===== src/rtl/assert_macros.svh =====
// Assertion macros shared by the obb RTL files.
// No dependencies; define ASSERT_OFF to drop all checks.
`ifndef ASSERT_MACROS_SVH
`define ASSERT_MACROS_SVH
`ifndef ASSERT_OFF
// check with active-low reset masking
`define OBB_ASSERT(lbl, clk, rst_n, prop, msg) \
    lbl: assert property (@(posedge clk) disable iff (!rst_n) prop) else $error(msg);
// check without reset masking
`define OBB_ASSERT_NR(lbl, clk, prop, msg) \
    lbl: assert property (@(posedge clk) prop) else $error(msg);
`else
`define OBB_ASSERT(lbl, clk, rst_n, prop, msg)
`define OBB_ASSERT_NR(lbl, clk, prop, msg)
`endif
`endif


===== src/rtl/obb_pkg.sv =====
// Shared types, constants and tables for the obb wireframe edge block.
// No dependencies.
package obb_pkg;

    localparam int COORD_W    = 32;
    localparam int HALF_W     = 31;
    localparam int QUAT_W     = 16;
    localparam int COLOR_W    = 24;
    localparam int ENTRY_W    = 31;   // matrix entry, Q.28, limited to +-2^29
    localparam int RAW_W      = 35;   // unclamped matrix entry
    localparam int PROD_W     = ENTRY_W + HALF_W + 1;
    localparam int ACC_W      = PROD_W + 2;
    localparam int EDGE_W     = 4;
    localparam int EDGE_COUNT = 12;
    localparam int FIFO_DEPTH = 2;

    localparam logic [EDGE_W-1:0] EDGE_LAST = EDGE_W'(EDGE_COUNT - 1);

    localparam logic signed [RAW_W-1:0] Q28_ONE   = RAW_W'(64'sd1 <<< 28);
    localparam logic signed [RAW_W-1:0] ENTRY_MAX = RAW_W'(64'sd1 <<< 29);
    localparam logic signed [RAW_W-1:0] ENTRY_MIN = -ENTRY_MAX;

    // box after matrix setup, row-major matrix
    typedef struct packed {
        logic [2:0][COORD_W-1:0] center;
        logic [2:0][HALF_W-1:0]  half;
        logic [8:0][ENTRY_W-1:0] mat;
        logic [COLOR_W-1:0]      color;
    } t_box;

    function automatic logic signed [ENTRY_W-1:0] sat_entry(logic signed [RAW_W-1:0] v);
        logic signed [RAW_W-1:0] r;
        r = v;
        if (v > ENTRY_MAX) r = ENTRY_MAX;
        if (v < ENTRY_MIN) r = ENTRY_MIN;
        return r[ENTRY_W-1:0];
    endfunction

    // bit j set: corner takes +half along axis j
    function automatic logic [2:0] corner_pos(logic [2:0] k);
        logic [2:0] s;
        unique case (k)
            3'd0: s = 3'b000;
            3'd1: s = 3'b001;
            3'd2: s = 3'b011;
            3'd3: s = 3'b010;
            3'd4: s = 3'b100;
            3'd5: s = 3'b101;
            3'd6: s = 3'b111;
            default: s = 3'b110;
        endcase
        return s;
    endfunction

    // corner pair of each edge: bottom ring, top ring, verticals
    function automatic logic [5:0] edge_ends(logic [EDGE_W-1:0] e);
        logic [5:0] r;
        unique case (e)
            4'd0:  r = {3'd0, 3'd1};
            4'd1:  r = {3'd1, 3'd2};
            4'd2:  r = {3'd2, 3'd3};
            4'd3:  r = {3'd3, 3'd0};
            4'd4:  r = {3'd4, 3'd5};
            4'd5:  r = {3'd5, 3'd6};
            4'd6:  r = {3'd6, 3'd7};
            4'd7:  r = {3'd7, 3'd4};
            4'd8:  r = {3'd0, 3'd4};
            4'd9:  r = {3'd1, 3'd5};
            4'd10: r = {3'd2, 3'd6};
            default: r = {3'd3, 3'd7};
        endcase
        return r;
    endfunction

endpackage


===== src/rtl/obb_fifo.sv =====
// Small queue of prepared boxes between front and back end.
// Depends on obb_pkg and assert_macros.svh.
`include "assert_macros.svh"
module obb_fifo import obb_pkg::*; #(
    parameter int DEPTH = FIFO_DEPTH
) (
    input  logic i_clk,
    input  logic i_rst_n,
    input  logic i_push,
    input  t_box i_box,
    input  logic i_pop,
    output t_box o_box,
    output logic o_full,
    output logic o_empty
);
    localparam int AW = $clog2(DEPTH);
    localparam int CW = $clog2(DEPTH + 1);
    localparam logic [AW-1:0] PTR_LAST = AW'(DEPTH - 1);
    localparam logic [CW-1:0] CNT_FULL = CW'(DEPTH);

    t_box          mem [DEPTH];
    logic [AW-1:0] r_wr, r_rd;
    logic [CW-1:0] r_cnt;

    assign o_full  = (r_cnt == CNT_FULL);
    assign o_empty = (r_cnt == '0);
    assign o_box   = mem[r_rd];

    always_ff @(posedge i_clk) begin
        if (i_push) mem[r_wr] <= i_box;
    end

    always_ff @(posedge i_clk) begin
        if (!i_rst_n) begin
            r_wr  <= '0;
            r_rd  <= '0;
            r_cnt <= '0;
        end else begin
            if (i_push) r_wr <= (r_wr == PTR_LAST) ? '0 : r_wr + 1'b1;
            if (i_pop)  r_rd <= (r_rd == PTR_LAST) ? '0 : r_rd + 1'b1;
            r_cnt <= r_cnt + CW'(i_push) - CW'(i_pop);
        end
    end

    `OBB_ASSERT(a_no_overflow, i_clk, i_rst_n, !(i_push && o_full), "push into full queue")
    `OBB_ASSERT(a_no_underflow, i_clk, i_rst_n, !(i_pop && o_empty), "pop from empty queue")
    `OBB_ASSERT(a_cnt_range, i_clk, i_rst_n, r_cnt <= CNT_FULL, "queue count out of range")

endmodule


===== config.mk =====
export PLATFORM = sky130hd
export DESIGN_NAME = obb_fifo
export DESIGN_NICKNAME = d
export VERILOG_FILES = /design/src/rtl/obb_pkg.sv /design/src/rtl/obb_fifo.sv
export VERILOG_INCLUDE_DIRS = /design/src /design/src/rtl
export SDC_FILE = /design/constraint.sdc
export NUM_CORES = 1
export LEC_CHECK = 0
export BUFFER_PORTS_ARGS = -buffer_cell sky130_fd_sc_hd__clkbuf_2
export CORE_AREA = 2 2 387 389
export CTS_BUF_LIST = sky130_fd_sc_hd__clkbuf_4 sky130_fd_sc_hd__clkbuf_8 sky130_fd_sc_hd__clkbuf_16
export CTS_CLUSTER_DIAMETER = 50
export DETAILED_ROUTE_END_ITERATION = 16
export DIE_AREA = 0 0 389 391
export PLACE_DENSITY = 0.48
export SLEW_MARGIN = 20
export SYNTH_ARGS = -nofsm -noshare
export SYNTH_HDL_FRONTEND = slang
export SYNTH_SLANG_ARGS = --single-unit
export TNS_END_PERCENT = 10

===== constraint.sdc =====
create_clock -name i_clk -period 58.4 [get_ports i_clk]
set_input_delay 5.84 -clock i_clk [delete_from_list [all_inputs] [get_ports i_clk]]
set_output_delay 5.84 -clock i_clk [all_outputs]
set_load 0.05 [all_outputs]

Word-level counts from Yosys, hierarchy flattened
Memories as Yosys holds them, arrays and structs flattened. A register that Yosys moved wholly into a read port is not among the register bits.
Index checks and enable logic that the tools add are counted.
{ "word_totals": {"regBits": 4, "mem_bits_rw": 984, "inputBits": 496, "out_inout_bits": 494, "n_memories": 1} }
{ "op_classes": {"add_sub_neg": 4, "eq_ne": 1, "n_mux": 6, "n_reduce_logical": 1} }
{ "mem_list": {"columns": ["memory", "depth", "word_bits", "read_ports", "rd_clocked_by_memory_dff", "write_ports", "line", "rtl"], "rows": [
  ["mem", 2, 492, 1, 1, 1, "obb_fifo.sv:21", "t_box mem [DEPTH];"]
]} }
{ "op_table": {"columns": ["operator", "count"], "rows": [
  ["$mux 1", 6],
  ["$add 1x1->1 const B", 2],
  ["$add 2x1->2", 1],
  ["$eq 2x2->1 const B", 1],
  ["$logic_not 2->1", 1],
  ["$sub 2x1->2", 1]
]} }

Depth between registers and ports, before layout
{ "depth": {"ltp_word": 4, "mapped_depth": 6, "ltp_nobuf": 6} }

Worst setup path before layout
Ideal clock, no wire load.
{ "synth_path": {"kind": "input port to flip-flop", "startpoint": "input i_push", "endpoint": "register r_wr", "setup_ps": 160, "arrival_ps": 28426, "path_slack_ps": 29814, "path_stages": 2, "n_path_buf": 0, "path_cell_list": "nor2b_1 > o21a_1"} }
{ "synth_rtl": {"columns": ["item", "line", "rtl"], "rows": [
  ["start: declaration", "obb_fifo.sv:9", "input logic i_push,"],
  ["end signal: assignment", "obb_fifo.sv:39", "if (i_push) r_wr <= (r_wr == PTR_LAST) ? '0 : r_wr + 1'b1;"],
  ["end: declaration", "obb_fifo.sv:22", "logic [AW-1:0] r_wr, r_rd;"]
]} }

==> metrics.md <==
| Metric | Value |
|---|---|
| Synth warn | `0` |
| Placed wire-length estimate | `between 70 and 80 mm` |
| RSZ-0062 raised after global routing | `no` |
| Largest net degree at the start of global routing | `146` |
| Clk slew on worst S/H paths | `0.05 ns` |
| Area growth from synthesis to layout | `30.5%` |
| Final WL | `102 mm` |
| Clk sinks | `around 990` |
| Grt total ovfl | `0` |
| Initial antenna violation count | `33` |
| Max H-tree Level | `3` |
| Req. time, crit path | `~53 ns` |
| Tcrit/Tclk final | `0.180` |
| Clock root cell | `clkbuf_16` |
| Die Y-Extent | `~400 um` |
| Core Box Area | `between 100000 and 150000 um2` |
| Post-synthesis sequential area ratio | `0.818` |
| Fin crit period | `between 10 and 15 ns` |
| Adder-Cell Fraction of Synth Area | `0.000691` |
| Post-CTS setup buffer count | `0` |
| Port Buffers | `989` |
| Pwr per Cell Area | `around 39 nW/um2` |
| Routed via count | `roughly 19000` |
| Reg2reg start | `r_wr` |
| Static Leak | `17.7 nW` |
| Post-layout util | `0.318` |
| Post-CTS sizing | `0` |
| Hold Slack | `approximately 0.57 ns` |
| Capturing point of the worst reg2reg path | `mem[0][409]` |
| Post-synth net total | `2050` |
| Site Rows | `approximately 140` |
| Yosys top cell area share | `0.816` |
| Final Slew Violations | `0` |
| Endpoint class of the critical path | `primary output` |
| Die area | `~150000 um2` |
| FF+latch count, synth | `~1000` |
| Worst Skew | `between 0.02 and 0.03 ns` |
| Slowest-stage cell, CP | `dfxtp_4` |
| Largest cells by area after synthesis | `edfxtp_1 (82%), mux2_2 (12%), mux2_4 (3.3%), buf_6 (1.6%), mux2_1 (0.34%)` |
| Placed inst area | `between 40000 and 50000 um2` |
| Slowest stage delay, CP | `0.86 ns` |
| Multiplexer area fraction after synthesis | `0.161` |
| Routed vias/inst | `about 4.0` |
| WL/cell | `~22 um` |
| IO Pins | `990` |
| Post-Syn Area | `approximately 36000 um2` |
| Compound-Gate Fraction of Synth Area | `0.000207` |
| Initial core utilization | `0.244` |
| Final Hold Viols | `0` |
| Post-Route Setup TNS | `0 ns` |
| Slew @ Worst Pin | `roughly 1.1 ns` |
| Area share of and/or/nand/nor cells after synthesis | `0.00149` |
| Pre-Repair DR Iteration Count | `4` |
| Reg2Reg Setup Slack | `53.97 ns` |
| Fillers | `about 15000` |
| Clock Path Buffers | `3` |
| Worst rel slew slack | `0.288` |
| Hold Path Class | `flip-flop to flip-flop` |
| Peak supply drop | `0.0000251 V` |
| Pre-CTS setup slack | `48.03 ns` |
| CTS tree | `done` |
| Status | `finished, final reports clean` |
| Chip width | `slightly below 400 um` |
| Mapped Cells | `approximately 1600` |
| DRC | `0` |
| Worst-Skew Late Latency | `0.71 ns` |
| Synth unique cells | `16` |
| Critical Path AT | `roughly 4.7 ns` |
| Critical Setup Path Class | `flip-flop to primary output` |
| Avg Cell Area, Syn | `23.3 um2` |
| Layout Nets | `approximately 3100` |
| Most frequent cell on the critical path | `buf_4` |
| Xor/xnor share of the synthesized area | `0.000864` |
| Slack of the critical path | `between 40 and 50 ns` |
| Hold-fix buffers at CTS | `0` |
| Fmax | `roughly 95 MHz` |
| Worst reg2reg path depth | `5` |
| HP Start | `r_rd` |
| Routability Congestion | `between 0.8 and 0.9` |
| Vias in the first global route | `just under 20000` |
| Largest family of logic cells by synthesized area | `multiplexers` |
| Global-route wire length before repair | `between 100 and 150 mm` |
| Starting DRT DRC Count | `about 1000` |
| GRT Total Usage | `0.128` |
| Final setup fails | `0` |
| Ratio of cells with drive above 1 in the final layout | `0.621` |
| Max_cap viols | `0` |
| Hold depth | `2` |
| Cell Chain, Critical Path | `buf_4, buf_4, buf_4, mux2_2, clkbuf_2` |
| Crit Path Max Fanout | `67` |
| Final Cell Area | `between 40000 and 50000 um2` |
| Antenna-violating nets left | `0` |
| Area leader, netlist | `edfxtp_1` |
| Crit start category | `flip-flop` |
| CTS Buf Count | `around 120` |
==> area by class of cell <==
class                   count  area [um2]  area share
diodes                      6        15.0    0.000318
clock buffers             144        3180      0.0673
well taps                1944        2430      0.0514
flip-flops and latches    989       29700       0.627
clock inverters            74         886      0.0187
multi-input cells         506        5970       0.126
repair buffers           1009        5140       0.109
inverters                   2        7.51    0.000159
==> registers in the layout (all words and copies together) (netlist names), named ones only <==
signal	count
mem	984
r_rd	1
r_cnt	2
r_wr	1
==> per-layer routing <==
| layer | vias to the layer above | routed length (um) | GRT usage | part of all wire |
|---|---|---|---|---|
| met5 | - | 221 | 0 | 0.0022 |
| met4 | 36 | 3480 | 0.0533 | 0.034 |
| met3 | 198 | 9830 | 0.0551 | 0.096 |
| met2 | 727 | 51900 | 0.220 | 0.51 |
| met1 | 9454 | 36900 | 0.137 | 0.36 |
| li1 | 8413 | - | - | - |
==> power breakdown <==
group          switching, mW  internal, mW
clock network          0.295         0.452
logic                  0.202        0.0750
registers             0.0107         0.823
total                  0.508          1.35
==> synthesized netlist by cell type <==
| master | number |
|---|---|
| ha_1 | 2 |
| dfxtp_1 | 5 |
| o21a_1 | 1 |
| inv_1 | 2 |
| nor2_1 | 1 |
| and2_1 | 4 |
| mux2_4 | 80 |
| buf_4 | 1 |
| buf_2 | 1 |
| mux2_2 | 401 |
| nor2b_1 | 4 |
| edfxtp_1 | 984 |
| buf_6 | 53 |
| mux2_1 | 11 |
| xnor3_1 | 1 |
| xor2_1 | 1 |
==> critical path: cells and delay by family, from the launching register on <==
family   cells  cell delay, ns
flops        1            0.86
buf+inv      4            2.52
mux          1            0.43
==> worst max path at each step <==
stage | endpoint | slack (ns) | cells after the start
after floorplan | r_wr | 29.81 | 2
after global placement | mem[0][198] | 48.01 | 6
after detailed placement | mem[0][477] | 48.03 | 6
after CTS | o_box[203] | 47.56 | 5
after global routing | o_box[385] | 47.49 | 5
final | o_box[385] | 47.86 | 5
==> cells in the final DEF, fill, tap and decap left out <==
cell and instances:
clkbuf_2 989, edfxtp_1 984, mux2_2 401, clkbuf_16 120, mux2_4 80, clkbuf_4 24
clkinv_1 19, clkinv_2 17, buf_4 17, bufinv_16 14, mux2_1 11, diode_2 6
clkinvlp_4 5, clkinv_4 5, inv_8 5, clkinv_16 4, inv_6 4, dfxtp_1 4
and2_1 3, nor2b_1 3, buf_12 3, inv_1 2, ha_1 2, nor2b_4 1
nor2_1 1, xor2_1 1, and2_4 1, o21a_1 1, xnor3_1 1, dfxtp_4 1
clkinv_8 1
==> logic make-up after synthesis <==
family | after synthesis
flops | 989
mux | 492
buf+inv | 57
simple gates | 9
xor+xnor | 2
fa+ha+maj | 2
compound gates | 1
==> through the flow <==
stage	cells	total power [mW]
finish	4674	1.86
global placement	4450	1.13
detailed placement	4450	1.13
floorplan	1552	1.07
global route	4671	1.92
CTS	4668	1.89
Power figures use the tool's default switching activity.
